==> src/crc8fre_pkg.sv <==
// Shared types, constants and the CRC-8 step function for the framed request encoder.
`timescale 1ns / 1ps
package crc8fre_pkg;

  // Payload fields on the input channel and the largest length a frame may carry.
  localparam int PayloadFields = 5;
  localparam int MaxPayload    = 5;
  localparam int PayloadLimit  = (MaxPayload < PayloadFields) ? MaxPayload : PayloadFields;

  // CRC-8 generator polynomial, MSB first, initial value zero.
  localparam logic [7:0] CrcPoly = 8'h31;

  // Register select bit of the configuration address.
  localparam logic RegHeader = 1'b0;
  localparam logic RegEnd    = 1'b1;

  // Depth of the queue between front and back.
  localparam int QueueDepth = 2;

  // One classified request as it travels through the queue.
  typedef struct packed {
    logic [7:0]                    function_number;
    logic [2:0]                    payload_length;
    logic [PayloadFields-1:0][7:0] payload;
  } request_t;

  // Frame sequencer states, named after the byte emitted next.
  typedef enum logic [2:0] {
    ST_IDLE,
    ST_FUNC,
    ST_LEN,
    ST_PAYLOAD,
    ST_CRC,
    ST_END
  } frame_state_t;

  // One byte through the bitwise CRC-8 update.
  function automatic logic [7:0] crc_update(input logic [7:0] crc, input logic [7:0] data);
    logic [7:0] c;
    c = crc ^ data;
    for (int b = 0; b < 8; b++) begin
      if (c[7]) begin
        c = {c[6:0], 1'b0} ^ CrcPoly;
      end else begin
        c = {c[6:0], 1'b0};
      end
    end
    return c;
  endfunction

endpackage

==> src/crc8fre_front.sv <==
// Front end: accepts request items, clamps the length and pushes them into the queue.
`timescale 1ns / 1ps
module crc8fre_front (
  input  logic                  in_valid,
  output logic                  in_stall,
  input  logic [7:0]            function_number,
  input  logic [2:0]            payload_length,
  input  logic [7:0]            payload_0,
  input  logic [7:0]            payload_1,
  input  logic [7:0]            payload_2,
  input  logic [7:0]            payload_3,
  input  logic [7:0]            payload_4,
  output logic                  push_valid,
  output crc8fre_pkg::request_t push_data,
  input  logic                  queue_full
);

  logic [2:0] len_clamped;

  // Lengths above the limit are clamped; the clamped value is what gets sent.
  always_comb begin
    if (payload_length > 3'(crc8fre_pkg::PayloadLimit)) begin
      len_clamped = 3'(crc8fre_pkg::PayloadLimit);
    end else begin
      len_clamped = payload_length;
    end
  end

  // Pack the classified request for the queue.
  always_comb begin
    push_data.function_number = function_number;
    push_data.payload_length  = len_clamped;
    push_data.payload[0]      = payload_0;
    push_data.payload[1]      = payload_1;
    push_data.payload[2]      = payload_2;
    push_data.payload[3]      = payload_3;
    push_data.payload[4]      = payload_4;
  end

  assign push_valid = in_valid;
  assign in_stall   = queue_full;

endmodule

==> src/crc8fre_queue.sv <==
// Two-entry request queue between the front end and the frame sequencer.
`timescale 1ns / 1ps
module crc8fre_queue (
  input  logic                  clk,
  input  logic                  rst,
  input  logic                  push_valid,
  input  crc8fre_pkg::request_t push_data,
  output logic                  full,
  input  logic                  pop,
  output logic                  head_valid,
  output crc8fre_pkg::request_t head
);

  localparam int PtrW = $clog2(crc8fre_pkg::QueueDepth);
  localparam int CntW = $clog2(crc8fre_pkg::QueueDepth + 1);

  crc8fre_pkg::request_t entries [crc8fre_pkg::QueueDepth];
  logic [PtrW-1:0] wr_ptr;
  logic [PtrW-1:0] rd_ptr;
  logic [CntW-1:0] count;
  logic            do_push;
  logic            do_pop;

  assign full       = (count == CntW'(crc8fre_pkg::QueueDepth));
  assign head_valid = (count != '0);
  assign head       = entries[rd_ptr];
  assign do_push    = push_valid && !full;
  assign do_pop     = pop && head_valid;

  // Pointers and fill count.
  always_ff @(posedge clk) begin
    if (rst) begin
      wr_ptr <= '0;
      rd_ptr <= '0;
      count  <= '0;
    end else begin
      if (do_push) begin
        wr_ptr <= (wr_ptr == PtrW'(crc8fre_pkg::QueueDepth - 1)) ? '0 : wr_ptr + 1'b1;
      end
      if (do_pop) begin
        rd_ptr <= (rd_ptr == PtrW'(crc8fre_pkg::QueueDepth - 1)) ? '0 : rd_ptr + 1'b1;
      end
      if (do_push && !do_pop) begin
        count <= count + 1'b1;
      end else if (do_pop && !do_push) begin
        count <= count - 1'b1;
      end
    end
  end

  // Entry storage.
  always_ff @(posedge clk) begin
    if (do_push) begin
      entries[wr_ptr] <= push_data;
    end
  end

endmodule

==> src/crc8fre_back.sv <==
// Frame sequencer: walks one request through its frame bytes and computes the CRC.
`timescale 1ns / 1ps
module crc8fre_back (
  input  logic                  clk,
  input  logic                  rst,
  input  logic [7:0]            header_byte,
  input  logic [7:0]            end_byte,
  input  logic                  head_valid,
  input  crc8fre_pkg::request_t head,
  output logic                  pop,
  output logic                  out_valid,
  input  logic                  out_stall,
  output logic [7:0]            frame_byte,
  output logic                  frame_end
);

  crc8fre_pkg::frame_state_t state, state_next;
  crc8fre_pkg::request_t     req, req_next;
  logic [2:0]                remain, remain_next;
  logic [7:0]                crc, crc_next;
  logic                      out_valid_next;
  logic [7:0]                frame_byte_next;
  logic                      frame_end_next;
  logic                      advance;

  // The output register can take a new byte when empty or being drained.
  assign advance = !out_valid || !out_stall;

  // Next state.
  always_comb begin
    state_next = state;
    if (advance) begin
      unique case (state)
        crc8fre_pkg::ST_IDLE: begin
          if (head_valid) begin
            state_next = crc8fre_pkg::ST_FUNC;
          end
        end
        crc8fre_pkg::ST_FUNC: begin
          state_next = crc8fre_pkg::ST_LEN;
        end
        crc8fre_pkg::ST_LEN: begin
          state_next = (req.payload_length == 3'd0) ? crc8fre_pkg::ST_CRC
                                                    : crc8fre_pkg::ST_PAYLOAD;
        end
        crc8fre_pkg::ST_PAYLOAD: begin
          state_next = (remain == 3'd1) ? crc8fre_pkg::ST_CRC : crc8fre_pkg::ST_PAYLOAD;
        end
        crc8fre_pkg::ST_CRC: begin
          state_next = crc8fre_pkg::ST_END;
        end
        crc8fre_pkg::ST_END: begin
          state_next = crc8fre_pkg::ST_IDLE;
        end
        default: begin
          state_next = crc8fre_pkg::ST_IDLE;
        end
      endcase
    end
  end

  // Byte selection, CRC accumulation and payload shifting.
  always_comb begin
    pop             = 1'b0;
    req_next        = req;
    remain_next     = remain;
    crc_next        = crc;
    out_valid_next  = out_valid && out_stall;
    frame_byte_next = frame_byte;
    frame_end_next  = frame_end;
    if (advance) begin
      unique case (state)
        crc8fre_pkg::ST_IDLE: begin
          if (head_valid) begin
            pop             = 1'b1;
            req_next        = head;
            remain_next     = head.payload_length;
            crc_next        = 8'h00;
            out_valid_next  = 1'b1;
            frame_byte_next = header_byte;
            frame_end_next  = 1'b0;
          end
        end
        crc8fre_pkg::ST_FUNC: begin
          crc_next        = crc8fre_pkg::crc_update(crc, req.function_number);
          out_valid_next  = 1'b1;
          frame_byte_next = req.function_number;
          frame_end_next  = 1'b0;
        end
        crc8fre_pkg::ST_LEN: begin
          crc_next        = crc8fre_pkg::crc_update(crc, {5'b0, req.payload_length});
          out_valid_next  = 1'b1;
          frame_byte_next = {5'b0, req.payload_length};
          frame_end_next  = 1'b0;
        end
        crc8fre_pkg::ST_PAYLOAD: begin
          crc_next        = crc8fre_pkg::crc_update(crc, req.payload[0]);
          out_valid_next  = 1'b1;
          frame_byte_next = req.payload[0];
          frame_end_next  = 1'b0;
          remain_next     = remain - 1'b1;
          for (int i = 0; i < crc8fre_pkg::PayloadFields - 1; i++) begin
            req_next.payload[i] = req.payload[i+1];
          end
        end
        crc8fre_pkg::ST_CRC: begin
          out_valid_next  = 1'b1;
          frame_byte_next = crc;
          frame_end_next  = 1'b0;
        end
        crc8fre_pkg::ST_END: begin
          out_valid_next  = 1'b1;
          frame_byte_next = end_byte;
          frame_end_next  = 1'b1;
        end
        default: begin
          out_valid_next = 1'b0;
        end
      endcase
    end
  end

  // Control registers.
  always_ff @(posedge clk) begin
    if (rst) begin
      state     <= crc8fre_pkg::ST_IDLE;
      out_valid <= 1'b0;
    end else begin
      state     <= state_next;
      out_valid <= out_valid_next;
    end
  end

  // Payload registers.
  always_ff @(posedge clk) begin
    req        <= req_next;
    remain     <= remain_next;
    crc        <= crc_next;
    frame_byte <= frame_byte_next;
    frame_end  <= frame_end_next;
  end

endmodule

==> src/crc8_framed_request_encoder.sv <==
// Top level of the CRC-8 framed request encoder with its configuration registers.
`timescale 1ns / 1ps
// Usage:
// The input channel (in_valid / in_stall) takes one request item: a function
// number, a payload length and five payload bytes. Lengths above five clamp
// to five. The output channel (out_valid / out_stall) delivers the frame one
// byte per item: header, function number, length, the payload bytes, the
// CRC-8 (polynomial 0x31, initial zero) and the end byte with frame_end set.
// A frame of L payload bytes is L + 5 output items. The frame sequencer emits
// one byte per cycle unless the receiver stalls, with no gap between frames.
// An item accepted while the sequencer is idle goes into the queue, then into
// the output register as the header byte. A two-entry queue sits between the
// input and the sequencer, so up to two further requests are taken while a
// frame is still going out. When the receiver stalls, the current byte holds
// and the sequencer waits; the input stalls once the queue is full.
// Synchronous reset empties the queue, idles the sequencer and clears the
// header and end registers to zero. Write the registers only while idle.
module crc8_framed_request_encoder (
  input  logic        clk,
  input  logic        rst,
  input  logic        psel,
  input  logic        penable,
  input  logic        pwrite,
  input  logic [2:0]  paddr,
  input  logic [31:0] pwdata,
  output logic [31:0] prdata,
  output logic        pready,
  input  logic        in_valid,
  output logic        in_stall,
  input  logic [7:0]  function_number,
  input  logic [2:0]  payload_length,
  input  logic [7:0]  payload_0,
  input  logic [7:0]  payload_1,
  input  logic [7:0]  payload_2,
  input  logic [7:0]  payload_3,
  input  logic [7:0]  payload_4,
  output logic        out_valid,
  input  logic        out_stall,
  output logic [7:0]  frame_byte,
  output logic        frame_end
);

  logic [7:0]            header_byte;
  logic [7:0]            end_byte;
  logic                  cfg_write;
  logic                  push_valid;
  crc8fre_pkg::request_t push_data;
  logic                  queue_full;
  logic                  pop;
  logic                  head_valid;
  crc8fre_pkg::request_t head;

  // Configuration port: always ready, registers selected by address bit 2.
  assign pready    = 1'b1;
  assign cfg_write = psel && penable && pwrite && pready;

  always_ff @(posedge clk) begin
    if (rst) begin
      header_byte <= 8'h00;
      end_byte    <= 8'h00;
    end else if (cfg_write) begin
      unique case (paddr[2])
        crc8fre_pkg::RegHeader: header_byte <= pwdata[7:0];
        crc8fre_pkg::RegEnd:    end_byte    <= pwdata[7:0];
        default:                header_byte <= header_byte;
      endcase
    end
  end

  // Register read-back.
  always_comb begin
    unique case (paddr[2])
      crc8fre_pkg::RegHeader: prdata = {24'b0, header_byte};
      crc8fre_pkg::RegEnd:    prdata = {24'b0, end_byte};
      default:                prdata = 32'b0;
    endcase
  end

  crc8fre_front u_front (
    .in_valid        (in_valid),
    .in_stall        (in_stall),
    .function_number (function_number),
    .payload_length  (payload_length),
    .payload_0       (payload_0),
    .payload_1       (payload_1),
    .payload_2       (payload_2),
    .payload_3       (payload_3),
    .payload_4       (payload_4),
    .push_valid      (push_valid),
    .push_data       (push_data),
    .queue_full      (queue_full)
  );

  crc8fre_queue u_queue (
    .clk        (clk),
    .rst        (rst),
    .push_valid (push_valid),
    .push_data  (push_data),
    .full       (queue_full),
    .pop        (pop),
    .head_valid (head_valid),
    .head       (head)
  );

  crc8fre_back u_back (
    .clk         (clk),
    .rst         (rst),
    .header_byte (header_byte),
    .end_byte    (end_byte),
    .head_valid  (head_valid),
    .head        (head),
    .pop         (pop),
    .out_valid   (out_valid),
    .out_stall   (out_stall),
    .frame_byte  (frame_byte),
    .frame_end   (frame_end)
  );

endmodule
==> config.mk <==
export PLATFORM = sky130hd
export DESIGN_NAME = crc8_framed_request_encoder
export DESIGN_NICKNAME = d
export VERILOG_FILES = /design/src/crc8fre_pkg.sv /design/src/crc8fre_front.sv /design/src/crc8fre_queue.sv /design/src/crc8fre_back.sv /design/src/crc8_framed_request_encoder.sv
export SDC_FILE = /design/constraint.sdc
export NUM_CORES = 1
export LEC_CHECK = 0
export BUFFER_PORTS_ARGS = -buffer_cell sky130_fd_sc_hd__buf_4
export CAP_MARGIN = 40
export CORE_MARGIN = 4
export CORE_UTILIZATION = 51
export CTS_CLUSTER_SIZE = 10
export DETAILED_ROUTE_END_ITERATION = 10
export PLACE_DENSITY = 0.75
export SYNTH_ARGS = -nofsm -noshare
export SYNTH_HDL_FRONTEND = slang
export SYNTH_SLANG_ARGS = --single-unit
==> constraint.sdc <==
create_clock -name clk -period 4.1 [get_ports clk]
set_clock_uncertainty 0.15 [all_clocks]
set_input_delay 0 -clock clk [delete_from_list [all_inputs] [get_ports clk]]
set_output_delay 0 -clock clk [all_outputs]
set_load 0.02 [all_outputs]
==> summary.md, run 1 <==
| Metric | Value |
|---|---|
| Status | `completed` |
| Die H | `138 um` |
| Slowest CP cell | `dlygate4sd3_1` |
| Synth top area share | `59.9%` |
| Drt pass-1 iters | `5` |
| Core area | `0.0166 mm^2` |
| Detailed placement HPWL | `11600 um` |
| Gpl congestion | `0.915` |
| Max_slew headroom | `46.9%` |
| # setup viols final | `0` |
| Power Dens Cells | `742 mW/mm^2` |
| Slew Viols, Final | `0` |
| Worst Hold Class | `in2reg` |
| CP required | `4320 ps` |
| Share of layout cells above drive strength 1 | `20.2%` |
| H-tree depth reported by CTS | `4` |
| Average cell area after synthesis | `13.3 um^2` |
| Remaining DRCs | `0` |
| Critical Path End Type | `register` |
| Fin nets | `906` |
| All-Layer GR Usage | `19.2%` |
| Post-synth top flop | `edfxtp_1` |
| CTS max path bufs | `2` |
| PnR Total Power | `8.08 mW` |
| Max FO, Critical Path | `8` |
| Final Hold Vio Count | `0` |
| Hold_ws | `81.0 ps` |
| Pin count of the biggest net entering global routing | `58` |
| CP Cell Sequence | `dlygate4sd3_1, buf_4, nand3_1, dlygate4sd3_1, nor2_1, nand2_1, dlygate4sd3_1, a21oi_1, dlygate4sd3_1` |
| Ant. Diodes | `0` |
| Worst-Margin Slew | `795 ps` |
| Num rows | `47` |
| Tcrit/Tclk final | `72.2%` |
| Ys async rst share | `0%` |
| CTS tree | `built` |
| Grt ovf | `0` |
| Antenna viol nets, final | `0` |
| Fmax | `338 MHz` |
| Post-synth top area cell | `edfxtp_1` |
| Layout fillers | `1173` |
| EDFF count, synth | `173` |
| Post-synthesis cell type count | `45` |
| Initial antenna violation count | `0` |
| Top cells by area, synth | `edfxtp_1 (60%), dfxtp_1 (5.8%), mux2i_1 (3.9%)` |
| Syn Inst Count | `652` |
| Crit-path max cell delay | `590 ps` |
| Die extent in x | `138 um` |
| CP dominant cell by count | `dlygate4sd3_1` |
| WP data arrival | `3180 ps` |
| Period minus WS final | `2960 ps` |
| Sequential area share after synthesis | `65.6%` |
| Number of I/O port buffers | `85` |
| Max-cap viol count | `0` |
| Post-Layout Cell Count | `1043` |
| VDD IR max | `393 uV` |
| Final core utilization | `65.5%` |
| Mux contribution to synthesized area | `7.43%` |
| Area grow syn2layout | `25.5%` |
| Reg clk slew, reported paths | `70 ps` |
| Crit start category | `input port` |
| Final wirelength | `18200 um` |
| Detailed-route vias per instance | `5.28` |
| Skew-Pair Late Insertion Delay | `420 ps` |
| Full die area | `0.0192 mm^2` |
| Dpl cells | `934` |
| Io pins | `137` |
| Xor/xnor share of the synthesized area | `7.34%` |
| Leak | `3.96 nW` |
| Starting density of the core | `52.1%` |
| FF+latch count, synth | `198` |
| Ys Warns | `0` |
| Initial DRC count | `402` |
| TritonCTS buffer count | `17` |
| Register area | `0.00570 mm^2` |
| Main combinational cell family by area after synthesis | `compound AO/OA/AOI/OAI gates` |
| Postcts setup bufs | `0` |
| Multi-input combinational cell area | `0.00273 mm^2` |
| Post-Synth Simple-Gate Area | `6.62%` |
| First-pass GRT wire length | `29200 um` |
| Design area | `0.0109 mm^2` |
| Buf+Inv Stages, Crit Path | `5` |
| Clock Tree Root | `clkbuf_16` |
| Post-Place Setup Slack | `1360 ps` |
| Family with the most delay on the worst path | `buffers and inverters` |
| Critical path class | `in2reg` |
| Total Neg Setup Slack | `0 ps` |
| Clk sinks | `198` |
| Top-count cell post-synth | `edfxtp_1` |
| Compound-Gate Fraction of Synth Area | `8.18%` |
| Total vias in the final route | `5506` |
| Unrepaired setup endpoints after global routing | `no` |
| Post-Syn Area | `0.00868 mm^2` |
| DR WL/cell | `17.4 um` |
| Final setup margin | `1140 ps` |
| Area after DPL | `0.00955 mm^2` |
| Most common library cells after synthesis | `edfxtp_1 (173), nand2_1 (79), o21ai_0 (46)` |
| Post-Synth Adder-Cell Area | `0.433%` |
| Vias in the first global route | `5689` |
report_power, final:
part | internal, mW | switching [mW] | total, mW
registers | 2.97 | 0.370 | 3.34
logic | 1.45 | 1.69 | 3.14
clock network | 0.853 | 0.748 | 1.60
what timing repair did:
item / 4_1_cts / 5_1_grt
hold buffers: 77 / 0
gates resized for setup: 0 / 0
hold endpoints to repair: 128 / 0
cell usage in the layout (no fill, tap or decap), drive strengths merged, types with 5 or more instances in the layout:
cell type    instances
edfxtp             173
buf                 97
nand2               79
dlygate4sd3         77
o21ai               46
a21oi               35
mux2i               34
xnor2               34
nor2                32
mux2                27
conb                25
dfxtp               25
clkbuf              17
inv                 17
xor2                15
xnor3                8
clkinv               8
a22oi                7
o22ai                7
nor2b                6
a211oi               6
nand2b               5
nor3                 5
flip-flops by register name, indices dropped and copies added (netlist names), named ones only:
signal and cells:
u_queue.entries 102, u_back.req 51, end_byte 8, header_byte 8, u_back.crc 8, u_back.frame_byte 8, u_back.remain 3, u_back.state 3
u_queue.count 2, u_back.frame_end 1, u_back.out_valid 1, u_queue.rd_ptr 1, u_queue.wr_ptr 1
final cells by class:
class | count | area share (%)
Clock inverter | 15 | 1.37
Timing Repair Buffer | 174 | 14.4
Inverter | 14 | 0.482
Clock buffer | 17 | 3.91
Sequential cell | 198 | 52.3
Multi-Input combinational cell | 405 | 25.1
Tap cell | 220 | 2.53
tightest hold or removal path, delay by kind of cell:
kind            cells  cell delay [ps]
compound gates      1              130
buf+inv             1              110
simple gates        2              380
logic make-up after synthesis:
group,after synthesis
mux,61
buf+inv,72
flops,198
xor+xnor,58
other cells,2
compound gates,121
fa+ha+maj,3
simple gates,137
worst paths after layout:
kind | startpoint | end | slack (ps) | cells past startpoint
max reg2reg | u_back.state[0] | u_back.crc[1] | 1230 | 4
min | pwrite | end_byte[1] | 80 | 4
min reg2reg | end_byte[1] | end_byte[1] | 330 | 2
max | penable | header_byte[6] | 1140 | 9
layer usage:
layer  routed length, um  share of wire, %  up-vias  GRT usage, %
li1                    -                 -     2633             -
met1                7280                40     2680          23.7
met2                9770                54      175          34.3
met3                 853               4.7       18          3.83
met4                 298               1.6        0          5.62
met5                   0                 0        -             0
Note: power is estimated with default switching activity, not from simulation.
==> run 2, diff against run 1 <==
Clock period 4.1 ns to 2.4 ns, I/O delays scaled along.
==> run 2 against run 1 <==
- die area did not move
- design area up 1.5%
- routed wire length decreased by 0.82%
- core utilization up 1.0 points
- combinational power is 82% higher
- critical path depth shrank 4
==> summary.md, run 2 (synthesis results as in run 1) <==
| Metric | Value |
|---|---|
| Area grow syn2layout | `27.5%` |
| Fmax | `440 MHz` |
| Number of I/O port buffers | `85` |
| First-pass GRT wire length | `29100 um` |
| Buf+Inv Stages, Crit Path | `0` |
| Die H | `138 um` |
| Full die area | `0.0192 mm^2` |
| CP required | `2410 ps` |
| Hold path startpoint | `payload_1[7]` |
| Antenna viol nets, final | `0` |
| Detailed-route vias per instance | `5.20` |
| Unrepaired setup endpoints after global routing | `no` |
| Remaining DRCs | `0` |
| Total Neg Setup Slack | `0 ps` |
| Fin nets | `916` |
| Period minus WS final | `2270 ps` |
| Family with the most delay on the worst path | `XOR/XNOR gates` |
| Grt ovf | `0` |
| Slew Viols, Final | `0` |
| Die extent in x | `138 um` |
| Total vias in the final route | `5480` |
| Reg clk slew, reported paths | `70 ps` |
| Largest regs | `u_queue.entries (102), u_back.req (51)` |
| Commonest cells after routing, fill and taps aside | `edfxtp_1 (173), buf_4 (98), nand2_1 (79)` |
| All-Layer GR Usage | `19.0%` |
| Slowest CP cell | `xnor3_2` |
| Io pins | `137` |
| Skew-Pair Late Insertion Delay | `430 ps` |
| CTS tree | `built` |
| Final core utilization | `66.5%` |
| Final setup margin | `127 ps` |
| # setup viols final | `0` |
| Vias in the first global route | `5720` |
| Final wirelength | `18000 um` |
| Final Hold Vio Count | `0` |
| H-tree depth reported by CTS | `4` |
| Num rows | `47` |
| Status | `completed` |
| DR WL/cell | `17.1 um` |
| Most common cell after layout, fill and taps aside | `edfxtp_1` |
| RR Startpoint | `u_back.req[44]` |
| TritonCTS buffer count | `17` |
| Post-Place Setup Slack | `116 ps` |
| CP Cell Sequence | `xnor2_1, xnor3_2, xor2_1, a211oi_1, o311ai_1` |
| Tcrit/Tclk final | `94.7%` |
| Max-cap viol count | `0` |
| Clk sinks | `198` |
| Clock Tree Root | `clkbuf_16` |
| Power Dens Cells | `1280 mW/mm^2` |
| Drt pass-1 iters | `4` |
| Max reg flops | `102` |
| CTS max path bufs | `2` |
| Worst Hold Class | `in2reg` |
| Pin count of the biggest net entering global routing | `52` |
| Gpl congestion | `0.902` |
| Hold_ws | `145 ps` |
| Share of layout cells above drive strength 1 | `21.5%` |
| VDD IR max | `958 uV` |
| Starting density of the core | `52.1%` |
| Leak | `4.03 nW` |
| Worst-Margin Slew | `584 ps` |
| Detailed placement HPWL | `11900 um` |
| Ant. Diodes | `0` |
| Initial antenna violation count | `0` |
| Crit-path max cell delay | `480 ps` |
| Core area | `0.0166 mm^2` |
| Initial DRC count | `377` |
| PnR Total Power | `14.2 mW` |
| Largest reg by FF count | `u_queue.entries` |
| CP startpoint | `u_back.req[44]` |
| Critical Path End Type | `register` |
| Critical path class | `reg2reg` |
| Crit start category | `register` |
| Max_slew headroom | `60.9%` |
| Max FO, Critical Path | `5` |
| WP data arrival | `2280 ps` |
run 2: cell count changes in the layout (fill, tap and decap cells not counted), moves of 2 or more:
cell / previous run / this run
buf_12: 3 / 8
buf_4: 92 / 98
clkinv_4: 3 / 1
inv_6: 2 / 4
nor2_1: 30 / 28
run 2: area by class of cell:
| cell class | count | area (um^2) |
|---|---|---|
| Clock buffer | 18 | 429 |
| Fill cell | 1187 | 5580 |
| Multi-Input combinational cell | 405 | 2760 |
| Tap cell | 220 | 275 |
| Sequential cell | 198 | 5700 |
| Timing Repair Buffer | 184 | 1680 |
| Clock inverter | 14 | 166 |
| Inverter | 14 | 52.6 |
run 2: repair_timing:
item / 4_1_cts / 5_1_grt
resized for setup: 0 / 1
endpoints found under the hold margin: 127 / 3
endpoints found under the setup margin: 0 / 2
setup buffers: 0 / 1
hold buffers: 77 / 1
run 2: per-stage QoR:
stage                     instances  instance area (um^2)
final                          1053                 11100
after detailed placement        942                  9670
after global routing           1053                 11100
after floorplan                 675                  8820
after global placement          942                  9670
after CTS                      1051                 11000
run 2: worst reg2reg max path, cell delays in order, from the launching register on:
cell      delay, ps
edfxtp_1        450
xnor2_1         330
xnor3_2         480
xor2_1          170
a211oi_1        280
o311ai_1        150
run 2: routing by layer:
layer,wire (um),global-route usage [%]
met1,7450,23.1
met4,244,4.68
met3,864,4.21
met2,9490,34.5
met5,0,0
run 2: final timing paths:
kind / to / slack, ps / cells after the start
worst max-delay path: u_back.crc[1] / 130 / 5
worst min-delay path: u_queue.entries[1][15] / 150 / 2
worst max register to register: u_back.crc[1] / 130 / 5
worst min register to register: end_byte[4] / 340 / 2
run 2: power breakdown:
part | leakage, nW | internal (mW) | switching, mW
Combinational | 1.91 | 2.64 | 3.07
Sequential | 1.83 | 5.07 | 0.512
Clock | 0.286 | 1.57 | 1.30
Total | 4.03 | 9.28 | 4.88
